`src/hdl/hbpam_pkg.sv`:
```
// ============================================================================
// hbpam_pkg
// Shared types, register offsets and the power-on image of the configuration
// space for the host bridge configuration block.
// ============================================================================
package hbpam_pkg;

    // Configuration space offsets
    localparam logic [7:0] ADDR_CMD_LO  = 8'h04;
    localparam logic [7:0] ADDR_CMD_HI  = 8'h05;
    localparam logic [7:0] ADDR_STS_LO  = 8'h06;
    localparam logic [7:0] ADDR_STS_HI  = 8'h07;
    localparam logic [7:0] ADDR_PAM0    = 8'h59;
    localparam logic [7:0] ADDR_PAM1    = 8'h5A;
    localparam logic [7:0] ADDR_PAM6    = 8'h5F;
    localparam logic [7:0] ADDR_SMRAM   = 8'h72;

    // Read-only windows
    localparam logic [7:0] ADDR_ID_LAST    = 8'h03;
    localparam logic [7:0] ADDR_CLASS_LO   = 8'h08;
    localparam logic [7:0] ADDR_CLASS_HI   = 8'h0C;
    localparam logic [7:0] ADDR_HDR_TYPE   = 8'h0E;
    localparam logic [7:0] ADDR_BAR_LO     = 8'h10;
    localparam logic [7:0] ADDR_BAR_HI     = 8'h4E;

    // Field masks
    localparam logic [7:0] CMD_WR_MASK   = 8'h02;
    localparam logic [7:0] CMD_FORCED    = 8'h04;
    localparam logic [7:0] STS_WR_MASK   = 8'h80;
    localparam logic [7:0] STS_FORCED    = 8'h02;
    localparam logic [7:0] SMRAM_MASK    = 8'h48;
    localparam logic [7:0] FUNC_ABSENT   = 8'hFF;

    // Segment codes, in 16 KB units
    localparam logic [5:0] SEG_SMRAM     = 6'd40;
    localparam logic [5:0] SEG_PAM_BASE  = 6'd48;
    localparam logic [5:0] SEG_BIOS      = 6'd60;
    localparam logic [3:0] LEN_16K       = 4'd1;
    localparam logic [3:0] LEN_64K       = 4'd4;
    localparam logic [3:0] LEN_128K      = 4'd8;

    // Access to the register file memory
    typedef struct packed {
        logic       rd_en;
        logic [7:0] rd_addr;
        logic       wr_en;
        logic [7:0] wr_addr;
        logic [7:0] wr_data;
    } t_rf_req;

    // Power-on value of each configuration byte
    function automatic logic [7:0] reset_value(input logic [7:0] addr);
        logic [7:0] v;
        v = 8'h00;
        case (addr)
            8'h00: v = 8'h86;
            8'h01: v = 8'h80;
            8'h02: v = 8'h30;
            8'h03: v = 8'h70;
            8'h04: v = 8'h06;
            8'h07: v = 8'h02;
            8'h0B: v = 8'h06;
            8'h52: v = 8'h42;
            8'h53: v = 8'h14;
            8'h56: v = 8'h52;
            8'h57: v = 8'h01;
            8'h60: v = 8'h02;
            8'h61: v = 8'h02;
            8'h62: v = 8'h02;
            8'h63: v = 8'h02;
            8'h64: v = 8'h02;
            8'h67: v = 8'h11;
            8'h69: v = 8'h03;
            8'h70: v = 8'h20;
            8'h72: v = 8'h02;
            8'h74: v = 8'h0E;
            8'h78: v = 8'h23;
            default: v = 8'h00;
        endcase
        return v;
    endfunction

endpackage

```
`src/hdl/hbpam_regfile.sv`:
```
// ============================================================================
// hbpam_regfile
// 256 x 8 configuration byte store: synchronous memory with a registered read,
// plus a written flag per byte so unwritten bytes read their
// power-on value.
// ============================================================================
module hbpam_regfile
    import hbpam_pkg::*;
(
    input  logic       i_clk,
    input  logic       i_rst_n,
    input  t_rf_req    i_req,
    output logic [7:0] o_rd_data
);

    logic [7:0]   mem [256];
    logic [255:0] r_written;
    logic [7:0]   r_rd_q;
    logic [7:0]   r_rd_addr;
    logic         r_rd_hit;

    always_ff @(posedge i_clk) begin
        if (i_req.wr_en) begin
            mem[i_req.wr_addr] <= i_req.wr_data;
        end
        if (i_req.rd_en) begin
            r_rd_q    <= mem[i_req.rd_addr];
            r_rd_addr <= i_req.rd_addr;
            r_rd_hit  <= r_written[i_req.rd_addr];
        end
    end

    always_ff @(posedge i_clk) begin
        if (!i_rst_n) begin
            r_written <= '0;
        end else if (i_req.wr_en) begin
            r_written[i_req.wr_addr] <= 1'b1;
        end
    end

    // fall back to the power-on image until a byte is first written
    assign o_rd_data = r_rd_hit ? r_rd_q : reset_value(r_rd_addr);

endmodule

```
`src/hdl/host_bridge_config_space_pam_core.sv`:
```
// ============================================================================
// host_bridge_config_space_pam_core
// Host bridge configuration space with PAM shadow and SMRAM map events.
// ============================================================================
// Sequence: memory read at the input transfer, then update and write-back in
//   S_LOOKUP, then results in S_EMIT; a write emits up to two map events first.
// A new access is taken only after the last result of the previous one has
//   drained, set by the read-modify-write of the configuration byte memory.
// Reset: synchronous, active low; restores the power-on register image
//   through per-byte written flags and clears the BIOS shadow flag.
// ============================================================================
module host_bridge_config_space_pam_core
    import hbpam_pkg::*;
(
    input  logic       i_clk,
    input  logic       i_rst_n,
    // request channel
    input  logic       i_valid,
    output logic       o_stall,
    input  logic       i_action,
    input  logic [2:0] i_func_number,
    input  logic [7:0] i_reg_addr,
    input  logic [7:0] i_write_data,
    // result channel
    output logic       o_valid,
    input  logic       i_stall,
    output logic [7:0] o_read_data,
    output logic       o_is_map_event,
    output logic [5:0] o_segment_start,
    output logic [3:0] o_segment_length,
    output logic       o_read_internal,
    output logic       o_write_internal,
    output logic       o_shadow_bios,
    output logic       o_last
);

    typedef enum logic [1:0] {
        S_IDLE,
        S_LOOKUP,
        S_EMIT
    } t_state;

    t_state      r_state;
    t_state      n_state;

    // captured request
    logic        r_action;
    logic [2:0]  r_func;
    logic [7:0]  r_addr;
    logic [7:0]  r_wdata;

    // result buffer: up to two map events then the completion
    logic [5:0]  r_ev_start [2];
    logic [3:0]  r_ev_len   [2];
    logic [1:0]  r_ev_attr  [2];
    logic [1:0]  r_nev;
    logic [1:0]  r_idx;
    logic [7:0]  r_rd_result;
    logic        r_shadow;

    t_rf_req     rf_req;
    logic [7:0]  rf_rd_data;

    // update logic, valid in S_LOOKUP
    logic        rd_only;
    logic        do_write;
    logic [7:0]  new_val;
    logic [7:0]  diff;
    logic [5:0]  ev_start [2];
    logic [3:0]  ev_len   [2];
    logic [1:0]  ev_attr  [2];
    logic [1:0]  nev;
    logic        n_shadow;
    logic [7:0]  rd_result;
    logic [2:0]  pam_off;
    logic [5:0]  pam_base;
    logic        out_is_event;

    hbpam_regfile u_regfile (
        .i_clk     (i_clk),
        .i_rst_n   (i_rst_n),
        .i_req     (rf_req),
        .o_rd_data (rf_rd_data)
    );

    // Hold off new requests until the current access has fully drained
    assign o_stall = (r_state != S_IDLE);
    assign o_valid = (r_state == S_EMIT);

    // Bytes that ignore writes, and every byte of an absent function
    always_comb begin
        rd_only = (r_func != 3'd0)
                || (r_addr <= ADDR_ID_LAST)
                || ((r_addr >= ADDR_CLASS_LO) && (r_addr <= ADDR_CLASS_HI))
                || (r_addr == ADDR_HDR_TYPE)
                || ((r_addr >= ADDR_BAR_LO) && (r_addr <= ADDR_BAR_HI));
    end

    // Modify step: mask the written byte and work out the map events
    always_comb begin
        diff     = rf_rd_data ^ r_wdata;
        new_val  = r_wdata;
        nev      = 2'd0;
        n_shadow = r_shadow;
        pam_off  = 3'(r_addr - ADDR_PAM1);
        pam_base = SEG_PAM_BASE + {2'b00, pam_off, 1'b0};
        for (int k = 0; k < 2; k++) begin
            ev_start[k] = '0;
            ev_len[k]   = '0;
            ev_attr[k]  = '0;
        end

        priority if (r_addr == ADDR_CMD_LO) begin
            new_val = (r_wdata & CMD_WR_MASK) | CMD_FORCED;
        end else if ((r_addr == ADDR_CMD_HI) || (r_addr == ADDR_STS_LO)) begin
            new_val = 8'h00;
        end else if (r_addr == ADDR_STS_HI) begin
            new_val = (r_wdata & STS_WR_MASK) | STS_FORCED;
        end else if (r_addr == ADDR_PAM0) begin
            // only the upper nibble covers the 64 KB BIOS segment
            if (diff[7:4] != 4'h0) begin
                ev_start[0] = SEG_BIOS;
                ev_len[0]   = LEN_64K;
                ev_attr[0]  = r_wdata[5:4];
                nev         = 2'd1;
                n_shadow    = r_wdata[4];
            end
        end else if ((r_addr >= ADDR_PAM1) && (r_addr <= ADDR_PAM6)) begin
            // lower 16 KB first, then upper; compact into the first free slot
            if (diff[3:0] != 4'h0) begin
                ev_start[0] = pam_base;
                ev_len[0]   = LEN_16K;
                ev_attr[0]  = r_wdata[1:0];
                nev         = 2'd1;
            end
            if (diff[7:4] != 4'h0) begin
                ev_start[nev[0]] = pam_base + 6'd1;
                ev_len[nev[0]]   = LEN_16K;
                ev_attr[nev[0]]  = r_wdata[5:4];
                nev              = nev + 2'd1;
            end
        end else if (r_addr == ADDR_SMRAM) begin
            if ((diff & SMRAM_MASK) != 8'h00) begin
                ev_start[0] = SEG_SMRAM;
                ev_len[0]   = LEN_128K;
                ev_attr[0]  = ((r_wdata & SMRAM_MASK) == SMRAM_MASK) ? 2'b11 : 2'b00;
                nev         = 2'd1;
            end
        end else begin
            new_val = r_wdata;
        end
    end

    assign do_write = r_action && !rd_only;

    always_comb begin
        if (r_action) begin
            rd_result = 8'h00;
        end else if (r_func != 3'd0) begin
            rd_result = FUNC_ABSENT;
        end else begin
            rd_result = rf_rd_data;
        end
    end

    // Read at the input transfer, write back in the lookup cycle. The stall
    // keeps the next read behind the write, so no forwarding is needed.
    always_comb begin
        rf_req.rd_en   = i_valid && (r_state == S_IDLE);
        rf_req.rd_addr = i_reg_addr;
        rf_req.wr_en   = (r_state == S_LOOKUP) && do_write;
        rf_req.wr_addr = r_addr;
        rf_req.wr_data = new_val;
    end

    always_comb begin
        n_state = r_state;
        unique case (r_state)
            S_IDLE: begin
                if (i_valid) begin
                    n_state = S_LOOKUP;
                end
            end
            S_LOOKUP: begin
                n_state = S_EMIT;
            end
            S_EMIT: begin
                if (!i_stall && (r_idx == r_nev)) begin
                    n_state = S_IDLE;
                end
            end
            default: begin
                n_state = S_IDLE;
            end
        endcase
    end

    always_ff @(posedge i_clk) begin
        if (!i_rst_n) begin
            r_state  <= S_IDLE;
            r_shadow <= 1'b0;
            r_idx    <= 2'd0;
            r_nev    <= 2'd0;
        end else begin
            r_state <= n_state;
            if (r_state == S_LOOKUP) begin
                r_idx <= 2'd0;
                if (do_write) begin
                    r_nev    <= nev;
                    r_shadow <= n_shadow;
                end else begin
                    r_nev <= 2'd0;
                end
            end else if ((r_state == S_EMIT) && !i_stall) begin
                // advance to the next buffered result
                r_idx <= r_idx + 2'd1;
            end
        end
    end

    // Payload registers: request capture and result buffer
    always_ff @(posedge i_clk) begin
        if ((r_state == S_IDLE) && i_valid) begin
            r_action <= i_action;
            r_func   <= i_func_number;
            r_addr   <= i_reg_addr;
            r_wdata  <= i_write_data;
        end
        if (r_state == S_LOOKUP) begin
            r_rd_result <= rd_result;
            for (int k = 0; k < 2; k++) begin
                r_ev_start[k] <= ev_start[k];
                r_ev_len[k]   <= ev_len[k];
                r_ev_attr[k]  <= ev_attr[k];
            end
        end
    end

    // Present map events first, then the completion with last set
    assign out_is_event = (r_idx < r_nev);

    always_comb begin
        if (out_is_event) begin
            o_read_data      = 8'h00;
            o_is_map_event   = 1'b1;
            o_segment_start  = r_ev_start[r_idx[0]];
            o_segment_length = r_ev_len[r_idx[0]];
            o_read_internal  = r_ev_attr[r_idx[0]][0];
            o_write_internal = r_ev_attr[r_idx[0]][1];
            o_last           = 1'b0;
        end else begin
            o_read_data      = r_rd_result;
            o_is_map_event   = 1'b0;
            o_segment_start  = 6'd0;
            o_segment_length = 4'd0;
            o_read_internal  = 1'b0;
            o_write_internal = 1'b0;
            o_last           = 1'b1;
        end
    end

    assign o_shadow_bios = r_shadow;

    // ------------------------------------------------------------------------
    // Assertions
    // ------------------------------------------------------------------------
    a_event_not_last: assert property (@(posedge i_clk) disable iff (!i_rst_n)
        o_valid && o_is_map_event |-> !o_last)
        else $error("map event flagged as last result");

    a_more_follow: assert property (@(posedge i_clk) disable iff (!i_rst_n)
        o_valid && !i_stall && !o_last |=> o_valid)
        else $error("result sequence ended without a last result");

    a_event_len: assert property (@(posedge i_clk) disable iff (!i_rst_n)
        o_valid && o_is_map_event |->
            (o_segment_length == LEN_16K) || (o_segment_length == LEN_64K)
            || (o_segment_length == LEN_128K))
        else $error("map event with illegal segment length");

    a_no_write_on_read: assert property (@(posedge i_clk) disable iff (!i_rst_n)
        rf_req.wr_en |-> r_action && (r_func == 3'd0))
        else $error("register file written outside a function 0 write");

    a_event_count: assert property (@(posedge i_clk) disable iff (!i_rst_n)
        o_valid |-> (r_nev <= 2'd2) && (r_idx <= r_nev))
        else $error("result index beyond buffered results");

endmodule

```
`config.mk`:
```
export PLATFORM = sky130hd
export DESIGN_NAME = host_bridge_config_space_pam_core
export DESIGN_NICKNAME = d
export VERILOG_FILES = /design/src/hdl/hbpam_pkg.sv /design/src/hdl/hbpam_regfile.sv /design/src/hdl/host_bridge_config_space_pam_core.sv
export SDC_FILE = /design/constraint.sdc
export NUM_CORES = 2
export LEC_CHECK = 0
export CORE_MARGIN = 2
export CORE_UTILIZATION = 45
export CTS_BUF_LIST = sky130_fd_sc_hd__clkbuf_16
export CTS_CLUSTER_SIZE = 12
export DETAILED_ROUTE_END_ITERATION = 7
export DONT_BUFFER_PORTS = 1
export PLACE_DENSITY_LB_ADDON = 0.25
export SYNTH_ARGS = -nofsm -noshare
export SYNTH_HDL_FRONTEND = slang
export SYNTH_SLANG_ARGS = --single-unit
```
`constraint.sdc`:
```
create_clock -name i_clk -period 14.6 [get_ports i_clk]
set_input_delay 1.46 -clock i_clk [delete_from_list [all_inputs] [get_ports i_clk]]
set_output_delay 1.46 -clock i_clk [all_outputs]
set_load 0.005 [all_outputs]
```
==> results.env, run 1 <==
PRE_CTS_SLACK_PS=10000
DIE_Y_UM=454
POSTCTSSETUPBUFFERS=0
AVGSYNTHCELLAREA_UM2=19.7
NUMCLOCKSINKS=2367
POST_CTS_RESIZE_COUNT=0
SYNTH_CELLS=4626
POST-SYNTH-TOP-AREA-FRACTION_PCT=69.3
FINAL_WEIGHTED_CONGESTION_IN_ROUTABILITY_DRIVEN_PLACEMENT=0.882
CLOCK_TREE.HTREE_LEVEL_COUNT=4
CTS-HOLD-FIX-BUFFERS=0
SYNTH_CELL_TYPE_COUNT=68
OVERFLOW=0
SYNTH-EDFF-COUNT=2103
LARGEST_NET_DEGREE_AT_THE_START_OF_GLOBAL_ROUTING=671
PORT_BUFFER_COUNT=0
RUN_STATUS='aborted with a tool error'
ASYNCSETRESETFLOPFRACSYNTH_PCT=0
CTS_MAX_PATH_BUFFERS=3
DOMINANTREGCELLSYNTH='sky130_fd_sc_hd__edfxtp_1'
FLOW.STOPPED_AT='detailed routing'
TOOL.ERROR='Error: i_reg_addr[0] 1 pin not visited #guides = 2811'
POST_SYNTH_INSTANCE_AREA_UM2=91100
GRT_FIRST_PASS_WIRELENGTH_MM=311
SYNTH_SEQUENTIAL_AREA_RATIO_PCT=75.1
YOSYS_WARNINGS=0
FLOORPLAN.INITIALDENSITY_PCT=45.2
GLOBAL_ROUTE_USAGE_SUM_PCT=20.7
NUM_ROWS=165
SYNTHTOPCELLSBYAREA='sky130_fd_sc_hd__edfxtp_1 69%, sky130_fd_sc_hd__mux4_2 13%, sky130_fd_sc_hd__dfxtp_1 5.8%'
PIN_COUNT=49
GRT_PASS1_VIAS=45359
INITIAL_ANTENNA_VIOLATION_COUNT=5
PLACE.DETAILED.HPWL_MM=124
CTS_INSERTED_BUFFERS=231
DIE_WIDTH_UM=454
CLK_ROOT_BUFFER_CELL='sky130_fd_sc_hd__clkbuf_16'
SYNTH_SEQ_CELLS=2367
POST-SYNTH-TOP-AREA-CELL='sky130_fd_sc_hd__edfxtp_1'
-- layer usage --
layer,global-route usage [%]
met5,0
met2,33.0
met1,28.8
met4,7.03
met3,3.76
-- per-stage QoR --
step	cell area (um2)	instances	utilization, %
after floorplan	93200	5202	-
after global placement	95800	7652	47.5
after detailed placement	95800	7652	47.5
after CTS	103000	8088	50.9
after global routing	103000	8088	50.9
-- synthesized netlist by cell type, drive strengths merged (24+ instances only) --
library cell / number
a21oi: 72
mux4: 509
a221oi: 29
a22o: 31
o21ai: 30
a22oi: 117
clkbuf: 158
nand2: 67
edfxtp: 2103
nor2b: 24
dfxtp: 264
buf: 129
mux2i: 211
inv: 25
and2: 96
nor3: 44
o22ai: 48
o21a: 187
nor2: 251
-- logic make-up after synthesis --
family                     Yosys count  share of synthesized area, %
AOI/OAI and AO/OA                  615                          4.88
xor gates and xnor gates             6                        0.0577
adders and majority gates            7                        0.0962
buffers and inverters              312                          1.60
DFF                               2367                          75.1
muxes                              737                          15.1
other                                1                       0.00412
and+or+nand+nor                    581                          3.11
==> run 2: changes to the inputs <==
CORE_UTILIZATION = 30   (was 45)
CTS_BUF_LIST = unset   (was sky130_fd_sc_hd__clkbuf_16)
CTS_CLUSTER_SIZE = unset   (was 12)
PLACE_DENSITY_LB_ADDON = 0.15   (was 0.25)
==> run 2 against run 1 <==
- global-route usage fell by 5.2 points
- synthesized cell count did not move
- the flow now finishes, with violations (slew limit)
- synthesized area did not move
==> results.env, run 2 <==
GLOBAL_ROUTE_USAGE_SUM_PCT=15.5  # was 20.7%
CLK_ROOT_BUFFER_CELL='sky130_fd_sc_hd__clkbuf_16'  # unchanged
SETUP_TNS_PS=0
LEAKAGE_nW=34.9
MOSTFREQUENTLAYOUTCELL='sky130_fd_sc_hd__edfxtp_1'
CORE_AREA_UM2=303000
FINAL-INSTANCE-COUNT-EXCL-FILL=9480
FIN_WS_PS=9610
POST_SYNTH_INSTANCE_AREA_UM2=91100  # unchanged
WORST-ENDPOINT-REQUIRED_PS=15170
DELAY_CONTRIBUTED_BY_THE_SLOWEST_STAGE_OF_THE_CRITICAL_PATH_PS=960
PLACE.DETAILED.HPWL_MM=138  # was 124 mm
CRITICAL_PATH_BUF_INV_COUNT=1
SETUP_VIOL=0
PERIOD_SHARE_PCT=34.2
POST_CTS_RESIZE_COUNT=0  # unchanged
TIMING.CRITICAL_PATH.ARRIVAL_PS=5560
CLOCK_TREE.HTREE_LEVEL_COUNT=5  # was 4
FLOORPLAN.INITIALDENSITY_PCT=30.1  # was 45.2%
AVGSYNTHCELLAREA_UM2=19.7  # unchanged
NUM_ROWS=202  # was 165
FIN_HOLD_WS_PS=453
DRC=0
DIE_FOOTPRINT_UM2=308000
FINALPOWER_mW=14.9
ROUTE.VIAS.TOTAL=45419
WORSTSKEWPAIRLATENCY_PS=840
CP_TOP_FAMILY='simple AND/OR/NAND/NOR gates'
PEAKVDDDROP_mV=0.0782
GRT_FIRST_PASS_WIRELENGTH_MM=347  # was 311 mm
POST-SYNTH-TOP-AREA-CELL='sky130_fd_sc_hd__edfxtp_1'  # unchanged
PATH_CELLS='nor2b_2 > buf_4 > a221oi_1 > o21ai_0 > nand4_1 > a21boi_0 > nor4_1'
CP_ENDPOINT_KIND='flip-flop'
CTS_INSERTED_BUFFERS=273  # was 231
TIGHTEST_SLEW_PS=1880
VIOLATIONS='slew limit'
SYNTH_CELLS=4626  # unchanged
WORST_CLOCK_SKEW_PS=45.7
TRITONCTS_CLOCK_TREE='done'
AREA_GROWTH_PCT=16.8
PORT_BUFFER_COUNT=0  # unchanged
CRITICAL_PATH.MAX_FANOUT=479
HOLD_PATH_DEPTH=1
SYNTHMOSTINSTANTIATEDCELL='sky130_fd_sc_hd__edfxtp_1'  # unchanged
POWER.DENSITY_nW_PER_UM2=140
LARGEST_REGISTER_FFS=2048
CTS-HOLD-FIX-BUFFERS=0  # unchanged
FINAL_ANTENNA_NET_COUNT=0
ASYNCSETRESETFLOPFRACSYNTH_PCT=0  # unchanged
R2R.WORST_PATH.CELLS=6
OVERFLOW=0  # unchanged
WORST_MIN_DELAY_PATH_CLASS='flip-flop to flip-flop'
PLACEDCELLCOUNT=8980  # was 7652
POSTCTSSETUPBUFFERS=0  # unchanged
DOMINANTREGCELLSYNTH='sky130_fd_sc_hd__edfxtp_1'  # unchanged
FINALWIRELENGTH_MM=242
LARGEST_NET_DEGREE_AT_THE_START_OF_GLOBAL_ROUTING=671  # unchanged
REPORT.FINAL.SLEW_VIOL_COUNT=171
DRTITER0DRC=4217
NUMCLOCKSINKS=2367  # unchanged
CTS_MAX_PATH_BUFFERS=4  # was 3
SYNTH-EDFF-COUNT=2103  # unchanged
SYNTH_CELL_TYPE_COUNT=68  # unchanged
REPORT.FINAL.HOLD_VIOL_COUNT=0
FMAX_GHz=0.200
SYNTH_SEQ_CELLS=2367  # unchanged
YOSYS_WARNINGS=0  # unchanged
GRT_PASS1_VIAS=46542  # was 45359
SYNTH_SEQUENTIAL_AREA_RATIO_PCT=75.1  # unchanged
TIMING.FINAL.CRIT_PERIOD_PS=4990
MOST_FREQUENT_CELLS_IN_THE_LAYOUT='2103 x sky130_fd_sc_hd__edfxtp_1, 577 x sky130_fd_sc_hd__conb_1, 509 x sky130_fd_sc_hd__mux4_2'
DRV.MAX_CAP_VIOLATION_COUNT=0
SLOWEST_STAGE='sky130_fd_sc_hd__nor2b_2'
INITIAL_ANTENNA_VIOLATION_COUNT=20  # was 5
DIE_WIDTH_UM=555  # was 454 um
ROUTED_VIA_DENSITY=4.79
WIRE_PER_INST_UM=25.5
LARGEST_REGISTER='u_regfile.mem'
POST-SYNTH-TOP-AREA-FRACTION_PCT=69.3  # unchanged
SLEW-LIMIT-HEADROOM_PCT=-25.1
TIMING_WORST_SETUP_PATH_TYPE='input pin to flip-flop'
SYNTHTOPCELLSBYAREA='sky130_fd_sc_hd__edfxtp_1 69%, sky130_fd_sc_hd__mux4_2 13%, sky130_fd_sc_hd__dfxtp_1 5.8%'  # unchanged
CLK_SLEW_ON_WORST_S_H_PATHS_PS=60
FINALNETCOUNT=5314
SETUP_REPAIR_AFTER_GLOBAL_ROUTING_MISSED_ITS_MARGIN='no'
PRE_CTS_SLACK_PS=9590  # was 10000 ps
CP-START-KIND='input pin'
RUN_STATUS='complete, but fails checks'  # was aborted with a tool error
FINAL_WEIGHTED_CONGESTION_IN_ROUTABILITY_DRIVEN_PLACEMENT=0.798  # was 0.882
DIE_Y_UM=555  # was 454 um
SYNTH_COMMONEST_CELLS='2103 x sky130_fd_sc_hd__edfxtp_1, 509 x sky130_fd_sc_hd__mux4_2, 264 x sky130_fd_sc_hd__dfxtp_1'  # unchanged
PIN_COUNT=49  # unchanged
WORSTSETUPPATHDEPTH=7
LAYOUT_TOP_REGISTERS='u_regfile.mem x2048, u_regfile.r_written x256, r_ev_start x10'
DRT_PASS1_ITERATIONS=5
FINAL_LAYOUT_SIZE_SUFFIX_GT1_SHARE_PCT=19.0
run 2: cell counts after synthesis:
No cell type changed its count.
run 2: final cells by class:
cell class                      instances  area [um2]
Clock buffer                          367        7480
Multi-Input combinational cell       2523       23500
Fill cell                           28450      196000
Inverter                               25        93.8
Tap cell                             3978        4980
Clock inverter                        121        1060
Sequential cell                      2367       68400
Antenna cell                            6        15.0
Timing Repair Buffer                   93         836
run 2: path summary, 6_finish.rpt:
path / to / slack (ps) / startpoint
setup reg to reg: u_regfile.mem[8][7]$_DFFE_PP_ / 9750 / r_addr[3]$_DFFE_PP_
hold reg to reg: u_regfile.r_written[46]$_SDFFE_PN0P_ / 450 / u_regfile.r_written[46]$_SDFFE_PN0P_
hold / removal: u_regfile.r_written[46]$_SDFFE_PN0P_ / 450 / u_regfile.r_written[46]$_SDFFE_PN0P_
setup / recovery: u_regfile.r_rd_q[1]$_DFFE_PP_ / 9610 / i_reg_addr[1]
run 2: per-layer routing:
layer / track usage, % / up-vias / share of wire [%]
li1: - / 19739 / -
met1: 21.9 / 24262 / 46
met2: 24.7 / 1082 / 47
met3: 2.25 / 334 / 4.7
met4: 4.69 / 2 / 2.8
met5: 0 / - / 0.0054
run 2: logic make-up after synthesis:
family	share of synthesized area, %
AOI/OAI and AO/OA	4.88
xor gates and xnor gates	0.0577
adders and majority gates	0.0962
buffers and inverters	1.60
DFF	75.1
muxes	15.1
other	0.00412
and+or+nand+nor	3.11
run 2: stage by stage:
stage / cell area, um2 / util [%]
5_1_grt: 106000 / 35.2
3_3_place_gp: 97700 / 32.3
2_1_floorplan: 93200 / -
4_1_cts: 106000 / 35.1
6_report: 106000 / 35.2
3_5_place_dp: 97700 / 32.3
run 2: power by group:
part,internal [mW],switching [mW]
sequential,7.53,0.0419
clock,3.86,2.73
combinational,0.253,0.453
Note: power is estimated with default switching activity, not from simulation.
